**config.mk**
```make
export PLATFORM = sky130hd
export DESIGN_NAME = serial_set_digit_display
export DESIGN_NICKNAME = d
export VERILOG_FILES = /design/src/hw/rtl/ssd_pkg.sv /design/src/hw/rtl/ssd_front.sv /design/src/hw/rtl/ssd_job_queue.sv /design/src/hw/rtl/ssd_back.sv /design/src/hw/rtl/serial_set_digit_display.sv
export SDC_FILE = /design/constraint.sdc
export NUM_CORES = 1
export LEC_CHECK = 0
export ABC_AREA = 1
export ABC_CLOCK_PERIOD_IN_PS = 3880
export BUFFER_PORTS_ARGS = -buffer_cell sky130_fd_sc_hd__buf_2
export CAP_MARGIN = 20
export CORE_UTILIZATION = 63
export DETAILED_ROUTE_END_ITERATION = 10
export PLACE_DENSITY = 0.92
export SLEW_MARGIN = 5
export SYNTH_ARGS = -nofsm -noshare
export SYNTH_HDL_FRONTEND = slang
export SYNTH_HIERARCHICAL = 1
export SYNTH_SLANG_ARGS = --single-unit
```
**constraint.sdc**
```tcl
create_clock -name clk -period 3.88 [get_ports clk]
set_input_delay 0.194 -clock clk [delete_from_list [all_inputs] [get_ports clk]]
set_output_delay 0.194 -clock clk [all_outputs]
set_load 0.02 [all_outputs]
```
**src/hw/rtl/ssd_pkg.sv**
```systemverilog
// Package for the serial set-point digit display.
// Holds the input and job codes, character constants, the job record and the segment table.
// Depends on nothing.
`default_nettype none

package ssd_pkg;

	typedef enum logic [2:0] {
		KIND_RX     = 3'd0,
		KIND_SELECT = 3'd1,
		KIND_DOWN   = 3'd2,
		KIND_UP     = 3'd3,
		KIND_SCAN   = 3'd4
	} kind_t;

	typedef enum logic [1:0] {
		JOB_ECHO = 2'd0,
		JOB_SEND = 2'd1,
		JOB_SCAN = 2'd2
	} job_kind_t;

	localparam logic REG_BLANK_COUNT  = 1'b0;
	localparam logic REG_BLINK_PERIOD = 1'b1;

	localparam logic [7:0] CH_AMP    = 8'h26;
	localparam logic [7:0] CH_LPAREN = 8'h28;
	localparam logic [7:0] CH_RPAREN = 8'h29;
	localparam logic [7:0] CH_AT     = 8'h40;
	localparam logic [7:0] CH_HASH   = 8'h23;
	localparam logic [7:0] CH_ZERO   = 8'h30;
	localparam logic [7:0] CH_NINE   = 8'h39;

	localparam logic [7:0] SEG_DARK  = 8'hFF;
	localparam logic [7:0] SEG_POINT = 8'h7F;

	localparam int MaxDigits = 8;
	localparam int JobPosW   = 4;
	localparam int JobQDepth = 2;
	localparam int JobQPtrW  = $clog2(JobQDepth);
	localparam int JobQCntW  = $clog2(JobQDepth + 1);

	typedef struct packed {
		job_kind_t                  kind;
		logic [MaxDigits-1:0][3:0]  digits;
		logic [JobPosW-1:0]         blank_pos;
		logic                       ind;
	} job_t;

	function automatic logic [7:0] seg_decode(input logic [3:0] d);
		logic [7:0] s;
		case (d)
			4'd0: s = 8'hC0;
			4'd1: s = 8'hF9;
			4'd2: s = 8'hA4;
			4'd3: s = 8'hB0;
			4'd4: s = 8'h99;
			4'd5: s = 8'h92;
			4'd6: s = 8'h82;
			4'd7: s = 8'hF8;
			4'd8: s = 8'h80;
			4'd9: s = 8'h90;
			default: s = SEG_DARK;
		endcase
		return s;
	endfunction

endpackage

`default_nettype wire

```
**src/hw/rtl/ssd_front.sv**
```systemverilog
// Front part of the serial set-point digit display: takes items, updates the display state
// and the configuration registers, and hands jobs with a snapshot of the state to the queue.
// Depends on ssd_pkg.
`default_nettype none

module ssd_front import ssd_pkg::*; #(
	parameter int NUM_DIGITS = 5
) (
	input  wire logic         clk,
	input  wire logic         arst_n,
	input  wire logic         push,
	input  wire logic [2:0]   kind,
	input  wire logic [7:0]   rx_byte,
	input  wire logic         cfg_we,
	input  wire logic [1:0]   cfg_index,
	input  wire logic [7:0]   cfg_data,
	input  wire logic         q_full,
	output job_t              job,
	output logic              job_push
);

	localparam int PW = $clog2(NUM_DIGITS + 1);
	localparam logic [PW-1:0] LastPos = PW'(NUM_DIGITS);

	logic [3:0]    digit_q [NUM_DIGITS];
	logic [3:0]    digit_n [NUM_DIGITS];
	logic [PW-1:0] sel_q, sel_n;
	logic [PW-1:0] frame_q, frame_n;
	logic [7:0]    blink_q, blink_n, blink_inc;
	logic          ind_q, ind_n;
	logic [7:0]    blank_count_q, blink_period_q;
	logic          accept, dark, want_push;
	logic [3:0]    d_old;

	assign accept   = push && !q_full;
	assign job_push = accept && want_push;

	always_comb begin
		for (int i = 0; i < NUM_DIGITS; i++) begin
			digit_n[i] = digit_q[i];
		end
		sel_n     = sel_q;
		frame_n   = frame_q;
		blink_n   = blink_q;
		blink_inc = blink_q + 8'd1;
		ind_n     = ind_q;
		dark      = 1'b0;
		want_push = 1'b0;
		d_old     = 4'd0;
		job.kind  = JOB_ECHO;
		case (kind)
			KIND_RX: begin
				if (rx_byte == CH_LPAREN) begin
					ind_n = 1'b1;
				end
				if (rx_byte == CH_RPAREN) begin
					ind_n = 1'b0;
				end
				if (rx_byte == CH_AT) begin
					frame_n = '0;
					sel_n   = '0;
				end
				if (frame_n != '0) begin
					for (int i = 0; i < NUM_DIGITS; i++) begin
						if (frame_n == PW'(i + 1)) begin
							digit_n[i] = (rx_byte >= CH_ZERO && rx_byte <= CH_NINE) ?
								rx_byte[3:0] : 4'd0;
						end
					end
					frame_n = (frame_n >= LastPos) ? '0 : frame_n + PW'(1);
				end
				if (rx_byte == CH_HASH) begin
					frame_n = PW'(1);
				end
				if (rx_byte == CH_AMP) begin
					want_push = 1'b1;
					job.kind  = JOB_ECHO;
				end
			end
			KIND_SELECT: begin
				sel_n = (sel_q >= LastPos) ? '0 : sel_q + PW'(1);
			end
			KIND_DOWN, KIND_UP: begin
				for (int i = 0; i < NUM_DIGITS; i++) begin
					if (sel_q == PW'(i + 1)) begin
						d_old = digit_q[i];
						if (kind == KIND_UP) begin
							digit_n[i] = (d_old >= 4'd9) ? 4'd0 : d_old + 4'd1;
						end else begin
							digit_n[i] = (d_old == 4'd0 || d_old > 4'd9) ? 4'd9 : d_old - 4'd1;
						end
					end
				end
				want_push = 1'b1;
				job.kind  = JOB_SEND;
			end
			KIND_SCAN: begin
				if (sel_q != '0 && sel_q <= LastPos) begin
					if (blink_inc <= blank_count_q) begin
						dark    = 1'b1;
						blink_n = blink_inc;
					end else if (blink_inc > blink_period_q) begin
						blink_n = 8'd0;
					end else begin
						blink_n = blink_inc;
					end
				end
				want_push = 1'b1;
				job.kind  = JOB_SCAN;
			end
			default: begin
			end
		endcase
		job.digits = '0;
		for (int i = 0; i < NUM_DIGITS; i++) begin
			job.digits[i] = digit_n[i];
		end
		job.blank_pos = dark ? JobPosW'(sel_q) : '0;
		job.ind       = ind_n;
	end

	always_ff @(posedge clk or negedge arst_n) begin
		if (!arst_n) begin
			for (int i = 0; i < NUM_DIGITS; i++) begin
				digit_q[i] <= 4'd0;
			end
			sel_q   <= '0;
			frame_q <= '0;
			blink_q <= 8'd0;
			ind_q   <= 1'b0;
		end else if (accept) begin
			for (int i = 0; i < NUM_DIGITS; i++) begin
				digit_q[i] <= digit_n[i];
			end
			sel_q   <= sel_n;
			frame_q <= frame_n;
			blink_q <= blink_n;
			ind_q   <= ind_n;
		end
	end

	always_ff @(posedge clk or negedge arst_n) begin
		if (!arst_n) begin
			blank_count_q  <= 8'd50;
			blink_period_q <= 8'd100;
		end else if (cfg_we && cfg_index[1] == 1'b0) begin
			if (cfg_index[0] == REG_BLANK_COUNT) begin
				blank_count_q <= cfg_data;
			end else if (cfg_index[0] == REG_BLINK_PERIOD) begin
				blink_period_q <= cfg_data;
			end
		end
	end

endmodule

`default_nettype wire

```
**src/hw/rtl/ssd_job_queue.sv**
```systemverilog
// Short job queue between the front and back parts of the digit display.
// Depends on ssd_pkg for the job record and the queue depth.
`default_nettype none

module ssd_job_queue import ssd_pkg::*; (
	input  wire logic  clk,
	input  wire logic  arst_n,
	input  job_t       wr_job,
	input  wire logic  wr_en,
	output logic       full,
	output job_t       rd_job,
	output logic       rd_valid,
	input  wire logic  rd_en
);

	job_t                mem_q [JobQDepth];
	logic [JobQPtrW-1:0] wr_ptr_q, rd_ptr_q;
	logic [JobQCntW-1:0] cnt_q;
	logic                do_wr, do_rd;

	assign full     = (cnt_q == JobQCntW'(JobQDepth));
	assign rd_valid = (cnt_q != '0);
	assign rd_job   = mem_q[rd_ptr_q];
	assign do_wr    = wr_en && !full;
	assign do_rd    = rd_en && rd_valid;

	always_ff @(posedge clk) begin
		if (do_wr) begin
			mem_q[wr_ptr_q] <= wr_job;
		end
	end

	always_ff @(posedge clk or negedge arst_n) begin
		if (!arst_n) begin
			wr_ptr_q <= '0;
			rd_ptr_q <= '0;
			cnt_q    <= '0;
		end else begin
			if (do_wr) begin
				wr_ptr_q <= (wr_ptr_q == JobQPtrW'(JobQDepth - 1)) ? '0 : wr_ptr_q + JobQPtrW'(1);
			end
			if (do_rd) begin
				rd_ptr_q <= (rd_ptr_q == JobQPtrW'(JobQDepth - 1)) ? '0 : rd_ptr_q + JobQPtrW'(1);
			end
			if (do_wr && !do_rd) begin
				cnt_q <= cnt_q + JobQCntW'(1);
			end else if (do_rd && !do_wr) begin
				cnt_q <= cnt_q - JobQCntW'(1);
			end
		end
	end

endmodule

`default_nettype wire

```
**src/hw/rtl/ssd_back.sv**
```systemverilog
// Back part of the digit display: expands each job into its result beats, one a cycle
// while the receiver keeps popping, into an output register. Depends on ssd_pkg.
`default_nettype none

module ssd_back import ssd_pkg::*; #(
	parameter int NUM_DIGITS = 5
) (
	input  wire logic        clk,
	input  wire logic        arst_n,
	input  job_t             job,
	input  wire logic        job_valid,
	output logic             job_pop,
	output logic             out_valid,
	input  wire logic        pop,
	output logic             result_kind,
	output logic [7:0]       tx_byte,
	output logic [2:0]       digit_index,
	output logic [7:0]       segments,
	output logic             indicator_on,
	output logic             last
);

	localparam int PW = $clog2(NUM_DIGITS + 1);

	logic [PW-1:0] cnt_q;
	logic          out_v_q;
	logic          ld, r_last, r_kind;
	logic [7:0]    r_tx, r_seg;
	logic [3:0]    d;

	assign out_valid = out_v_q;
	assign ld        = job_valid && (!out_v_q || pop);
	assign job_pop   = ld && r_last;

	always_comb begin
		d      = job.digits[3'(cnt_q)];
		r_kind = 1'b0;
		r_tx   = 8'd0;
		r_seg  = SEG_DARK;
		r_last = 1'b1;
		case (job.kind)
			JOB_ECHO: begin
				r_tx = CH_AMP;
			end
			JOB_SEND: begin
				r_last = (cnt_q == PW'(NUM_DIGITS));
				if (r_last) begin
					r_tx = CH_AT;
				end else begin
					r_tx = CH_ZERO | {4'd0, ((d > 4'd9) ? 4'd0 : d)};
				end
			end
			JOB_SCAN: begin
				r_kind = 1'b1;
				r_last = (cnt_q == PW'(NUM_DIGITS - 1));
				if (job.blank_pos != JobPosW'(cnt_q) + JobPosW'(1)) begin
					r_seg = seg_decode(d);
					if (cnt_q == PW'(1)) begin
						r_seg = r_seg & SEG_POINT;
					end
				end
			end
			default: begin
			end
		endcase
	end

	always_ff @(posedge clk or negedge arst_n) begin
		if (!arst_n) begin
			out_v_q <= 1'b0;
			cnt_q   <= '0;
		end else if (ld) begin
			out_v_q <= 1'b1;
			cnt_q   <= r_last ? '0 : cnt_q + PW'(1);
		end else if (pop) begin
			out_v_q <= 1'b0;
		end
	end

	always_ff @(posedge clk) begin
		if (ld) begin
			result_kind  <= r_kind;
			tx_byte      <= r_tx;
			digit_index  <= (job.kind == JOB_SCAN) ? 3'(cnt_q) : 3'd0;
			segments     <= r_seg;
			indicator_on <= job.ind;
			last         <= r_last;
		end
	end

endmodule

`default_nettype wire

```
**src/hw/rtl/serial_set_digit_display.sv**
```systemverilog
// Top level of the serial set-point digit display.
// Joins the front part, the job queue and the back part; depends on ssd_pkg.
//
// Items enter through push/full: kind 0 is a received serial byte, 1 select, 2 down, 3 up,
// 4 scan. Results leave through empty/pop, oldest first, with last high on the final
// beat of each item. Configuration writes go through cfg_valid/cfg_ready, which is
// always ready; index 0 is the blank count and index 1 the blink period.
// The front part takes one item a cycle while the two-entry job queue has room, so
// full rises only when the back part falls behind. The first result of an item passes
// through a queue entry and then the output register. The back part issues one beat a
// cycle while the receiver keeps popping: one for an echo, NUM_DIGITS for a scan and
// NUM_DIGITS+1 for up or down, so the sustained rate is set by that beat count. When
// the receiver stalls, the output register holds its beat, the queue fills and full is
// raised; nothing is dropped. Reset clears the digits, selection, frame position, blink
// counter and indicator, empties the queue and restores the register defaults.
`default_nettype none

module serial_set_digit_display import ssd_pkg::*; #(
	parameter int NUM_DIGITS = 5
) (
	input  wire logic       clk,
	input  wire logic       arst_n,
	input  wire logic       push,
	output logic            full,
	input  wire logic [2:0] kind,
	input  wire logic [7:0] rx_byte,
	output logic            empty,
	input  wire logic       pop,
	output logic            result_kind,
	output logic [7:0]      tx_byte,
	output logic [2:0]      digit_index,
	output logic [7:0]      segments,
	output logic            indicator_on,
	output logic            last,
	input  wire logic       cfg_valid,
	output logic            cfg_ready,
	input  wire logic [1:0] cfg_index,
	input  wire logic [7:0] cfg_data
);

	job_t front_job, back_job;
	logic front_push, q_full, back_valid, back_pop, out_valid;

	assign cfg_ready = 1'b1;
	assign full      = q_full;
	assign empty     = !out_valid;

	ssd_front #(
		.NUM_DIGITS(NUM_DIGITS)
	) u_front (
		.clk      (clk),
		.arst_n   (arst_n),
		.push     (push),
		.kind     (kind),
		.rx_byte  (rx_byte),
		.cfg_we   (cfg_valid),
		.cfg_index(cfg_index),
		.cfg_data (cfg_data),
		.q_full   (q_full),
		.job      (front_job),
		.job_push (front_push)
	);

	ssd_job_queue u_queue (
		.clk     (clk),
		.arst_n  (arst_n),
		.wr_job  (front_job),
		.wr_en   (front_push),
		.full    (q_full),
		.rd_job  (back_job),
		.rd_valid(back_valid),
		.rd_en   (back_pop)
	);

	ssd_back #(
		.NUM_DIGITS(NUM_DIGITS)
	) u_back (
		.clk         (clk),
		.arst_n      (arst_n),
		.job         (back_job),
		.job_valid   (back_valid),
		.job_pop     (back_pop),
		.out_valid   (out_valid),
		.pop         (pop),
		.result_kind (result_kind),
		.tx_byte     (tx_byte),
		.digit_index (digit_index),
		.segments    (segments),
		.indicator_on(indicator_on),
		.last        (last)
	);

endmodule

`default_nettype wire

```
### After elaboration in Yosys (flattened, before gate mapping)

Memories as Yosys holds them, arrays and structs flattened.
Index checks and enable logic that the tools add are counted.

* equal/unequal tests: 27
* reduce and logical (&&, ||, !) cells: 42
* mux-type cells: 65
* div/mod/pow operators: 0
* bitwise logic cells: 2
* $add $sub $neg: 19
* $lt $le $gt $ge: 19
* $mul: 0
* shift-type cells: 0

Operator list (number)
* $mux W4: 28
* $pmux W20 S2: 1
* $eq A8 B6 Y1 const B: 4
* $mux W3: 9
* $gt A4 B4 Y1 const B: 6
* $mux W8: 3
* $eq A3 B3 Y1 const B: 7
* $add A4 B1 Y4 const B: 5
* $ge A4 B4 Y1 const B: 5
* $logic_not A4 Y1: 5
* $mux W20: 1
* $sub A4 B1 Y4 const B: 5
* $eq A3 B2 Y1 const B: 6
* $pmux W8 S2: 1
* $mux W1: 14
* $bmux W4 S3: 1
* $eq A3 B1 Y1 const B: 4
* $logic_and A1 B1 Y1: 11
* $add A3 B1 Y3 const B: 3
* $add A8 B1 Y8 const B: 1
* $eq A8 B7 Y1 const B: 1
* $ge A8 B6 Y1 const B: 1
* $gt A8 B8 Y1: 1
* $le A8 B6 Y1 const B: 1
* 28 further kinds: 50

* memories kept: 2
* bits in latches: 0
* flip-flop bits (word level): 81
* ROM bits: 112
* word-level logic and storage cells: 198
* RAM bits: 52
* bits of input ports: 26

Memories
* (no name shown): words 16, bits a word 7, read ports 1, clocked after memory_dff 0, write ports 0, RTL line ssd_pkg.sv:51 `case (d)`
* u_queue.mem_q: words 2, bits a word 26, read ports 1, clocked after memory_dff 0, write ports 1, RTL line ssd_job_queue.sv:16 `job_t mem_q [JobQDepth];`

### Longest topological paths before layout

Gate-level depths: netlist (run 1).

* depth after elaboration: 9
* mapped depth: 22
* depth with buffers taken out: 20

### By module

Netlist (run 1), hierarchy kept.

By module, submodules not included
* ssd_front: instances 1, area each 5112.4 µm², cells each 790
* ssd_job_queue: instances 1, area each 3115.5 µm², cells each 236
* ssd_back: instances 1, area each 1700.4 µm², cells each 211
* serial_set_digit_display: instances 1, area each 15.0 µm², cells each 3

### Least setup slack after synthesis (run 1)

OpenSTA, ideal clock, no wires.

* kind: reg-to-reg
* start: register u_queue.cnt_q[1]
* end: memory u_queue/mem_q[1][0] (netlist name) (enable)
* setup time: 435 ps
* required time: 3445 ps
* cell stages (with the launch flop): 9
* slack: 489 ps
* arrival: 2956 ps
* cells stage by stage: dfrtp_1 inv_2 nor2_2 nor2_4 inv_2 clkbuf_1 a31oi_1 o21ai_0 nor2_1

* cells in the longest elaborated chain, start to end: 7

RTL lines
* start, declared: RTL line ssd_job_queue.sv:18 `logic [JobQCntW-1:0] cnt_q;`
* start signal, assigned: RTL line ssd_job_queue.sv:46 `cnt_q <= cnt_q + JobQCntW'(1);`
* start signal, assigned: RTL line ssd_job_queue.sv:48 `cnt_q <= cnt_q - JobQCntW'(1);`
* $eq A2 B2 Y1: RTL line ssd_job_queue.sv:21 `assign full = (cnt_q == JobQCntW'(JobQDepth));`
* via full: RTL line serial_set_digit_display.sv:24 `output logic full,`
* $logic_not A1 Y1: RTL line ssd_front.sv:35 `assign accept = push && !q_full;`
* $logic_and A1 B1 Y1: RTL line ssd_front.sv:35
* $logic_and A1 B1 Y1: RTL line ssd_front.sv:36 `assign job_push = accept && want_push;`
* via front_push: RTL line serial_set_digit_display.sv:42 `logic front_push, q_full, back_valid, back_pop, out_valid;`
* $logic_and A1 B1 Y1: RTL line ssd_job_queue.sv:24 `assign do_wr = wr_en && !full;`
* $mux W1: RTL line ssd_job_queue.sv:28 `if (do_wr) begin`
* $mux W1 (not written as such): RTL line ssd_job_queue.sv:29 `mem_q[wr_ptr_q] <= wr_job;`
* end, declared: RTL line ssd_job_queue.sv:16

The timed path passes the listed nets, and every way through them passes these cells.

==> results of run 1 <==
==> synth_stat cells (4+ instances only) <==
master                       n
sky130_fd_sc_hd__edfxtp_1   99
sky130_fd_sc_hd__nand2_1   462
sky130_fd_sc_hd__clkbuf_1    4
sky130_fd_sc_hd__xnor2_1     5
sky130_fd_sc_hd__buf_6      11
sky130_fd_sc_hd__buf_4      26
sky130_fd_sc_hd__ha_1       53
sky130_fd_sc_hd__nand4_1    10
sky130_fd_sc_hd__inv_1     122
sky130_fd_sc_hd__nand2_4     5
sky130_fd_sc_hd__nor2_1     57
sky130_fd_sc_hd__a21oi_1    31
sky130_fd_sc_hd__nand3_1   119
sky130_fd_sc_hd__xor2_1     11
sky130_fd_sc_hd__inv_2      18
sky130_fd_sc_hd__dfstp_2     6
sky130_fd_sc_hd__nand3_2    22
sky130_fd_sc_hd__nor3_1      6
sky130_fd_sc_hd__nor2_4      7
sky130_fd_sc_hd__nand3b_1    4
sky130_fd_sc_hd__buf_2       8
sky130_fd_sc_hd__o21ai_0    46
sky130_fd_sc_hd__dfrtp_1    53
sky130_fd_sc_hd__o21ai_1    13
sky130_fd_sc_hd__o21ai_2     4
sky130_fd_sc_hd__nand2_2    11
==> report_power, final <==
| part | switching, mW | internal (mW) | total [mW] |
|---|---|---|---|
| Combinational | 2.52 | 1.20 | 3.72 |
| Sequential | 0.359 | 2.30 | 2.66 |
| Clock | 0.691 | 0.875 | 1.57 |
==> sequential cells by signal, indices dropped and copies added, names as in the netlist <==
signal	cells
u_queue/mem_q	78
u_front/digit_q	20
u_back/segments	8
u_front/blank_count_q	8
u_front/blink_period_q	8
u_front/blink_q	8
u_back/tx_byte	7
u_back/cnt_q	3
u_back/digit_index	3
u_front/frame_q	3
u_front/sel_q	3
u_queue/cnt_q	2
u_back/indicator_on	1
u_back/last	1
u_back/out_valid	1
u_back/result_kind	1
u_front/ind_q	1
u_queue/rd_ptr_q	1
u_queue/wr_ptr_q	1
==> kinds of logic (layout without fill, tap and decap cells) <==
group / count (synthesis) / after routing / synth area share, %
and+or+nand+nor: 708 / 708 / 31.4
xor gates and xnor gates: 16 / 16 / 1.41
DFF: 158 / 158 / 44.8
buffers and inverters: 195 / 234 / 9.60
AOI/OAI and AO/OA: 107 / 107 / 5.99
other: 3 / 15 / 0.113
adders and majority gates: 53 / 53 / 6.67
==> routing by layer <==
layer	GRT usage, %	up-vias	share of wire, %
li1	-	4047	-
met4	13.6	0	3.3
met5	0	-	0
met1	35.5	3963	39
met2	50.1	480	49
met3	7.71	84	9.2
==> final cells by class <==
cell class,count,area [µm²],share of cell area (%)
clock inverter,11,83.8,0.780
multi-input combinational,899,4580,42.7
tap,211,264,2.46
sequential,158,4460,41.5
timing repair buffer,60,345,3.21
inverter,142,541,5.03
clock buffer,21,470,4.38
==> stage by stage <==
stage	cell area, µm²	utilization, %
6_report	10700	70.2
5_1_grt	10700	70.2
4_1_cts	10700	70.1
3_5_place_dp	10100	66.2
3_3_place_gp	10100	66.2
2_1_floorplan	9990	-
==> worst max-delay path, cell delays in order (launching register included) <==
cell and delay, ps:
sky130_fd_sc_hd__dfrtp_1 780, sky130_fd_sc_hd__inv_6 250, sky130_fd_sc_hd__nand2_1 120, sky130_fd_sc_hd__nand2_1 80, sky130_fd_sc_hd__inv_1 80, sky130_fd_sc_hd__ha_1 220, sky130_fd_sc_hd__nand2_1 70, sky130_fd_sc_hd__inv_1 80
sky130_fd_sc_hd__nand2_1 50, sky130_fd_sc_hd__nand2_1 50, sky130_fd_sc_hd__nor2_1 60, sky130_fd_sc_hd__inv_1 100, sky130_fd_sc_hd__nand2_1 60, sky130_fd_sc_hd__inv_1 110, sky130_fd_sc_hd__nand2_2 90, sky130_fd_sc_hd__ha_1 310
sky130_fd_sc_hd__inv_1 80, sky130_fd_sc_hd__nand3_1 80, sky130_fd_sc_hd__nand2_1 60, sky130_fd_sc_hd__nand2_1 50
==> worst min path at each step <==
stage                           endpoint  cells past startpoint
3_5_place_dp   u_front/blink_period_q[1]                      1
3_3_place_gp   u_front/blink_period_q[1]                      1
4_1_cts        u_front/blink_period_q[6]                      3
5_1_grt         u_front/blank_count_q[3]                      3
2_1_floorplan            u_back/cnt_q[0]                      0
6_report        u_front/blank_count_q[7]                      3
==> impl_metrics.ini, run 1 <==
[outcome]
outcome = finished clean

[clocking]
tritoncts = done
post_cts.resized_instances = 0
insertion_delay_ps = 430
postCtsSetupRepairBufs = 0
deepest_level_of_the_cts_h_tree = 4
hold_fix_buffers_cts = 5
clock-root-buffer = sky130_fd_sc_hd__clkbuf_16
cts_made_buffers = 17
clkSinkCount = 158
clk_pin_slew_worst_paths_ps = 70
max-clock-path-buffers = 2

[critical_path]
startpoint = u_queue/rd_ptr_q
rr_endpoint = u_queue/cnt_q[1]
crit_path_max_fanout = 40
r2r_setup_slack_ps = 990
critical_path_data_required_time_ps = 4200
count_of_cells_along_the_worst_register_to_register_path = 19
setup.worst_path.start_class = flip-flop
cp_data_arrival_time_ps = 3210
worstSetupPathType = reg -> reg
critical_path.endpoint_type = flip-flop
crit_end = u_queue/cnt_q[1]
worst_r2r_startpoint = u_queue/rd_ptr_q

[power_and_ir_drop]
total_power_mw = 7.94
cellPowerDensity_nw_per_um2 = 739
worst_ir_drop_vdd_mv = 0.393
static-leakage-power_nw = 5.36

[timing]
tightest_slew_ps = 771
setup_total_negative_slack_ps = 0
rsz_0062_raised_after_global_routing = no
timing.final.max_slew_violations = 0
max_clock_freq_mhz = 346
hold_ws_ps = 21.6
final_period_minus_worst_setup_slack_ps = 2890
setup_viol = 0
finalCritPeriodShare_pct = 74.5
clock-skew-final_ps = 7.80
setup_ws_ps = 989
timing.max_slew.rel_slack_pct = 48.5
final-hold-violation-count = 0

[placement]
dp_hpwl_um = 15300
number_of_i_o_port_buffers = 48
routabilityCongestion = 0.923
pre_cts_ws_ps = 1050
dp_cells = 1464

[synth]
synthDominantCellAreaShare_pct = 29.9
post_synth_cell_types = 45
ys.warnings.count = 6
synth_sequential_area_ratio_pct = 44.8
synth_edf_count = 99
post_synth.cell_area_avg_um2 = 8.02
synth_top_cells_by_area = sky130_fd_sc_hd__edfxtp_1 (30%), sky130_fd_sc_hd__nand2_1 (17%), sky130_fd_sc_hd__dfrtp_1 (13%), sky130_fd_sc_hd__ha_1 (6.7%), sky130_fd_sc_hd__nand3_1 (6.0%)
yosys.area.top_type = sky130_fd_sc_hd__edfxtp_1
postSynth.topFlopCell = sky130_fd_sc_hd__edfxtp_1
synth.cell_area_um2 = 9940
asyncSetResetFlopFracSynth_pct = 37.3
postSynthCellCount = 1240
postSynthRegisterBits = 158

[worst_hold_path]
hp-start = cfg_data[7]
min_path_type = in -> reg

[finish]
fillerInstances = 1142
net_count_of_the_finished_layout = 1357
final_cell_mix = sky130_fd_sc_hd__nand2_1 (462), sky130_fd_sc_hd__inv_1 (122), sky130_fd_sc_hd__nand3_1 (119), sky130_fd_sc_hd__edfxtp_1 (99), sky130_fd_sc_hd__nor2_1 (56)
n_antenna_cell = 0
drive_above_1_share_pct = 12.9
mostFrequentLayoutCell = sky130_fd_sc_hd__nand2_1
layoutNonFillerInstCount = 1502
area_growth_pct = 8.07

[grt]
gr-total-overflow = 0
initial_antenna_violation_count = 0
grt_first_pass_wirelength_um = 37700
grt_max_degree = 41
grt_overall_usage_pct = 29.6
grt_pass1_vias = 8136

[floorplan]
floorplan.rows = 45
floorplan.initialDensity_pct = 64.9
dieArea_um2 = 16300
core_area_um2 = 15300
die_height_um = 128
die_x_um = 128
design.portCount = 51

[route]
route.detailed.drc = 0
vias = 8574
postRouteWirelength_um = 22900
drt.antenna.violating_nets = 0
wire_per_inst_um = 15.2
initialDrtViolationCount = 1105
route.detailed.vias_per_inst = 5.71
drt_pre_antenna_iters = 6

[flow_run]
maxCapViolCount = 0
Power figures use the tool's default switching activity.
==> run 2: changes to the inputs <==
Settings changed: ABC_AREA 1 to 0, ABC_CLOCK_PERIOD_IN_PS 3880 to 2900.
Clock period 3.88 ns to 2.9 ns, I/O delays scaled along.
==> impl_metrics.ini, run 2 <==
[outcome]
outcome = complete, but fails checks
failed_checks = setup timing

[grt]
grt_pass1_vias = 6862
initial_antenna_violation_count = 0
grt_first_pass_wirelength_um = 34400
grt_max_degree = 40
grt_overall_usage_pct = 28.2
gr-total-overflow = 0

[synth]
ys.warnings.count = 6
synthMostInstantiatedCell = sky130_fd_sc_hd__edfxtp_1
synth_sequential_area_ratio_pct = 47.0
synth_top_cells_by_area = sky130_fd_sc_hd__edfxtp_1 (31%), sky130_fd_sc_hd__dfrtp_1 (14%), sky130_fd_sc_hd__ha_1 (7.0%), sky130_fd_sc_hd__mux2_2 (5.8%), sky130_fd_sc_hd__o21ai_0 (3.3%)
synth-compound-area-share_pct = 15.1
post_synth_cell_types = 91
postSynthCellCount = 867
synth_top_family_by_area = compound AO/OA/AOI/OAI gates
synth.cell_area_um2 = 9480
post_synth.cell_area_avg_um2 = 10.9
post_synth_and_or_nand_nor_area_fraction_pct = 12.9
synthDominantCellAreaShare_pct = 31.4
postSynthRegisterBits = 158
synthXorXnorAreaFrac_pct = 1.99
synth.top_cells.by_count = sky130_fd_sc_hd__edfxtp_1 (99), sky130_fd_sc_hd__nand2_1 (67), sky130_fd_sc_hd__o21ai_0 (62), sky130_fd_sc_hd__inv_1 (61)
synthMuxAreaShare_pct = 10.0
postSynth.topFlopCell = sky130_fd_sc_hd__edfxtp_1
synth_edf_count = 99
asyncSetResetFlopFracSynth_pct = 37.3
yosys.area.top_type = sky130_fd_sc_hd__edfxtp_1
synthAdderAreaFrac_pct = 6.99

[critical_path]
worstSetupPathType = reg -> reg
r2r_setup_slack_ps = -60
worst_r2r_startpoint = u_front/blink_q[4]
count_of_cells_along_the_worst_register_to_register_path = 12
rr_endpoint = u_front/blink_q[4]
crit_path_max_fanout = 7
critical_path.endpoint_type = flip-flop
cp_data_arrival_time_ps = 3280
setup.worst_path.start_class = flip-flop
critical_path_data_required_time_ps = 3220

[placement]
dp_hpwl_um = 14600
routabilityCongestion = 0.905
number_of_i_o_port_buffers = 48
dpl_cell_area_um2 = 9860

[floorplan]
floorplan.rows = 44
floorplan.initialDensity_pct = 65.0
die_x_um = 125
core_area_um2 = 14600
design.portCount = 51
die_height_um = 125
dieArea_um2 = 15500

[power_and_ir_drop]
worst_ir_drop_vdd_mv = 0.475
power_report.internal_total_mw = 5.98
static-leakage-power_nw = 4.25
total_power_mw = 9.80
power.share.clock_pct = 21.3
switching_share_pct = 38.9
p_sw_mw = 3.82
power.combinational.fraction_pct = 43.1
seq_power_share_pct = 35.6
cellPowerDensity_nw_per_um2 = 930

[route]
vias = 7107
drt.antenna.violating_nets = 0
wire_per_inst_um = 19.3
postRouteWirelength_um = 21600
route.detailed.vias_per_inst = 6.37
drt_pre_antenna_iters = 5
initialDrtViolationCount = 655
route.detailed.drc = 0

[timing]
timing.final.max_slew_violations = 0
setup_total_negative_slack_ps = -79.6
setup_ws_ps = -58.6
finalCritPeriodShare_pct = 102
timing.max_slew.rel_slack_pct = 41.1
final_period_minus_worst_setup_slack_ps = 2960
tightest_slew_ps = 882
setup_viol = 2
clock-skew-final_ps = 10.0
final-hold-violation-count = 0
max_clock_freq_mhz = 338

[finish]
finish.instance_area_um2 = 10500
top_register = u_queue/mem_q
final_cell_mix = sky130_fd_sc_hd__edfxtp_1 (99), sky130_fd_sc_hd__nand2_1 (67), sky130_fd_sc_hd__inv_1 (61), sky130_fd_sc_hd__o21ai_0 (61)
drive_above_1_share_pct = 20.3
n_antenna_cell = 0
biggestRegsByFlops = u_queue/mem_q: 78 flops, u_front/digit_q: 20 flops
flip_flop_count_of_the_largest_register_after_layout = 78
area_growth_pct = 11.2
net_count_of_the_finished_layout = 997
mostFrequentLayoutCell = sky130_fd_sc_hd__edfxtp_1

[clocking]
clk_pin_slew_worst_paths_ps = 60
postCtsSetupRepairBufs = 0
cts_made_buffers = 17
max-clock-path-buffers = 2
deepest_level_of_the_cts_h_tree = 4
tritoncts = done
insertion_delay_ps = 430
clock-root-buffer = sky130_fd_sc_hd__clkbuf_16
clkSinkCount = 158

[worst_hold_path]
holdPathStages = 5
hp-start = cfg_index[1]
min_path_type = in -> reg
worst_hold_end = u_front/blank_count_q[5]

[flow_run]
maxCapViolCount = 0
run 2: critical path, cell delays in order (launching register included):
cell and delay, ps:
sky130_fd_sc_hd__dfrtp_1 430, sky130_fd_sc_hd__and3_1 180, sky130_fd_sc_hd__nand3_1 190, sky130_fd_sc_hd__nor2_1 210, sky130_fd_sc_hd__xnor2_1 160, sky130_fd_sc_hd__inv_1 100, sky130_fd_sc_hd__ha_1 320, sky130_fd_sc_hd__nand4_1 140
sky130_fd_sc_hd__or2_2 330, sky130_fd_sc_hd__o21a_1 100, sky130_fd_sc_hd__o21ai_0 190, sky130_fd_sc_hd__o21bai_2 220, sky130_fd_sc_hd__o21ai_0 290
run 2: layer usage:
metal	wire [µm]	part of all wire [%]	track usage, %
met1	8680	40	35.7
met3	1450	6.7	4.94
met4	944	4.4	12.4
met2	10500	49	47.4
met5	0	0	0
run 2: timing repair:
action	CTS	global route
hold buffers	10	0
hold endpoints to repair	42	0
setup endpoints to repair	0	17
resized for setup	0	9
run 2: cells by family (layout without fill, tap and decap cells):
group                      count (synthesis)  after routing
other                                      3             15
buffers and inverters                    119            171
AOI/OAI and AO/OA                        215            215
xor gates and xnor gates                  20             20
muxes                                     72             72
adders and majority gates                 53             53
DFF                                      158            158
and+or+nand+nor                          227            227
run 2: power groups by stage:
stage / clock [mW] / combinational [mW] / sequential (mW)
6_report: 2.09 / 4.22 / 3.49
5_1_grt: 2.22 / 4.60 / 3.55
4_1_cts: 2.11 / 4.11 / 3.47
3_5_place_dp: 0 / 4.05 / 3.51
3_3_place_gp: 0 / 3.89 / 3.47
2_1_floorplan: 0 / 3.08 / 3.45
run 2: how the worst max path moves through the flow:
stage | end | slack [ps] | depth (start not counted) | from
6_report | u_front/blink_q[4] | -60 | 12 | u_front/blink_q[4]
5_1_grt | u_front/blink_q[4] | -130 | 12 | u_front/blink_q[0]
4_1_cts | u_back/segments[4] | 60 | 8 | u_queue/rd_ptr_q
3_5_place_dp | u_back/segments[4] | 90 | 8 | u_queue/rd_ptr_q
3_3_place_gp | u_back/segments[4] | 180 | 8 | u_queue/rd_ptr_q
2_1_floorplan | u_back/tx_byte[1] | 140 | 9 | u_queue/rd_ptr_q
run 2: layout make-up:
class | count | area (µm²)
multi-input combinational | 602 | 4550
clock inverter | 13 | 118
inverter | 63 | 236
clock buffer | 19 | 433
timing repair buffer | 76 | 517
sequential | 158 | 4460
tap | 184 | 230
fill | 918 | 4050
run 2: through the flow:
stage               hold slack, ps  instances  util, %  setup WS, ps
floorplan                     -151        879        -           140
global placement               223       1073     67.6           179
detailed placement             244       1073     67.6          89.9
CTS                            143       1115     72.0          61.6
global route                   193       1115     72.2          -132
finish                         170       1115     72.2         -58.6
==> run 3: changes to the inputs <==
Settings changed: GPL_ROUTABILITY_DRIVEN set to 0, SKIP_CTS_REPAIR_TIMING set to 1.
==> impl_metrics.ini, run 3 (same netlist as run 2, synthesis figures left out) <==
[grt]
grt_max_degree = 40
grt_most_used_layer = met2
use_met1_pct = 35.5
global_route.usage.met3_pct = 5.03
gr-total-overflow = 0
grt_first_pass_wirelength_um = 34200
grt_overall_usage_pct = 27.9
grt.met2_usage_pct = 45.9
initial_antenna_violation_count = 0
grt_pass1_vias = 6933

[timing]
timing.max_slew.rel_slack_pct = 40.2
timing.final.max_slew_violations = 0
setup_total_negative_slack_ps = -17.5
setup_ws_ps = -17.5
clock-skew-final_ps = 11.8
setup_viol = 1
tightest_slew_ps = 897
finalCritPeriodShare_pct = 101
max_clock_freq_mhz = 343
final_period_minus_worst_setup_slack_ps = 2920
final-hold-violation-count = 0

[clocking]
clk_pin_slew_worst_paths_ps = 60
clock-root-buffer = sky130_fd_sc_hd__clkbuf_16
cts_made_buffers = 17
deepest_level_of_the_cts_h_tree = 4
max-clock-path-buffers = 2
tritoncts = done
clkSinkCount = 158
insertion_delay_ps = 430

[critical_path]
startpoint = u_front/blink_q[0]
cp_data_arrival_time_ps = 3220
worstSetupPathType = reg -> reg
critical_path_data_required_time_ps = 3200
worst_r2r_startpoint = u_front/blink_q[0]
cp_slowest_stage_delay_ps = 440
cpMaxStageDelayCell = sky130_fd_sc_hd__dfrtp_2
crit_path_max_fanout = 7
path_cells = ha_1 -> nand3_1 -> nor2_1 -> xnor2_1 -> inv_1 -> ha_1 -> nand4_1 -> or2_2 -> o21a_1 -> o21ai_0 -> o21bai_2 -> o21ai_0
setup.worst_path.start_class = flip-flop
critical_path.endpoint_type = flip-flop

[floorplan]
die_height_um = 125
dieArea_um2 = 15500
floorplan.rows = 44
core_area_um2 = 14600
design.portCount = 51
die_x_um = 125
floorplan.initialDensity_pct = 65.0

[placement]
dp_hpwl_um = 14500
dp_cells = 1074
number_of_i_o_port_buffers = 48
pre_cts_ws_ps = 89.3
dpl_cell_area_um2 = 9860

[route]
drt.antenna.violating_nets = 0
route.detailed.vias_per_inst = 6.44
route.detailed.drc = 0
wire_per_inst_um = 19.3
initialDrtViolationCount = 770
drt_pre_antenna_iters = 5
vias = 7176
postRouteWirelength_um = 21600

[power_and_ir_drop]
worst_ir_drop_vdd_mv = 0.591
cellPowerDensity_nw_per_um2 = 929
p_sw_mw = 3.80
power.combinational.fraction_pct = 43.5
power.share.clock_pct = 20.8
seq_power_share_pct = 35.7
static-leakage-power_nw = 4.24
power_report.internal_total_mw = 5.98
switching_share_pct = 38.9

[worst_hold_path]
hp-start = pop
min_path_type = in -> reg

[finish]
finish.instance_area_um2 = 10500
area_growth_pct = 11.0
n_antenna_cell = 0
mostFrequentLayoutCell = sky130_fd_sc_hd__edfxtp_1
net_count_of_the_finished_layout = 998
top_register = u_queue/mem_q
layoutNonFillerInstCount = 1115
flip_flop_count_of_the_largest_register_after_layout = 78
final_cell_mix = sky130_fd_sc_hd__edfxtp_1 (99), sky130_fd_sc_hd__nand2_1 (67), sky130_fd_sc_hd__inv_1 (61), sky130_fd_sc_hd__o21ai_0 (60), sky130_fd_sc_hd__ha_1 (53)
drive_above_1_share_pct = 20.2
biggestRegsByFlops = u_queue/mem_q: 78 flops, u_front/digit_q: 20 flops

[outcome]
outcome = complete, but fails checks
failed_checks = setup timing

[flow_run]
maxCapViolCount = 0
[run 3: changes by cell type in the layout (fill, tap and decap cells not counted), sizes merged]
cell	delta
buf	+2
inv	-2
clkbuf	+1
dlygate4sd3	-1
[run 3: worst max-delay path: cells and delay by family, from the launching register on]
kind,cells,cell delay [ps]
AO/OA/AOI/OAI,4,760
AND/OR/NAND/NOR,4,780
XOR/XNOR,1,160
buffers and inverters,1,90
adder cells (fa/ha/maj),2,550
flip-flops,1,440
[run 3: through the flow]
stage,utilization (%),total power [mW],hold slack (ps)
6_report,72.1,9.77,11.4
5_1_grt,72.1,10.3,22.4
4_1_cts,71.3,9.63,-357
3_5_place_dp,67.6,7.57,96.6
3_3_place_gp,67.6,7.35,95.0
2_1_floorplan,-,6.53,-151
[run 3: power by group through the flow]
stage	combinational [mW]	clock [mW]	sequential (mW)
detailed placement	4.05	0	3.52
global route	4.60	2.15	3.55
finish	4.25	2.03	3.49
CTS	4.11	2.04	3.48
floorplan	3.08	0	3.45
global placement	3.87	0	3.48
[run 3: area by class of cell]
type / count / area, µm²
clock buffers: 20 / 437
clock inverters: 11 / 96.3
fillers: 925 / 4070
inverters: 63 / 236
multi-input cells: 602 / 4540
flip-flops and latches: 158 / 4460
well taps: 184 / 230
repair buffers: 77 / 518
[run 3: metal layers]
metal	part of all wire (%)	wire length [µm]
met5	0	0
met4	3.7	792
met3	8.1	1740
met2	48	10400
met1	40	8580
[run 3: path summary, 6_finish.rpt]
check	end	slack, ps	depth (start not counted)
hold / removal	u_back/out_valid	10	3
max in group asynchronous	u_front/blink_q[0]	1990	3
min in group asynchronous	u_front/digit_q[14]	170	2
setup reg to reg	u_front/blink_q[1]	-20	12
setup / recovery	u_front/blink_q[1]	-20	12
hold reg to reg	u_queue/cnt_q[1]	500	1
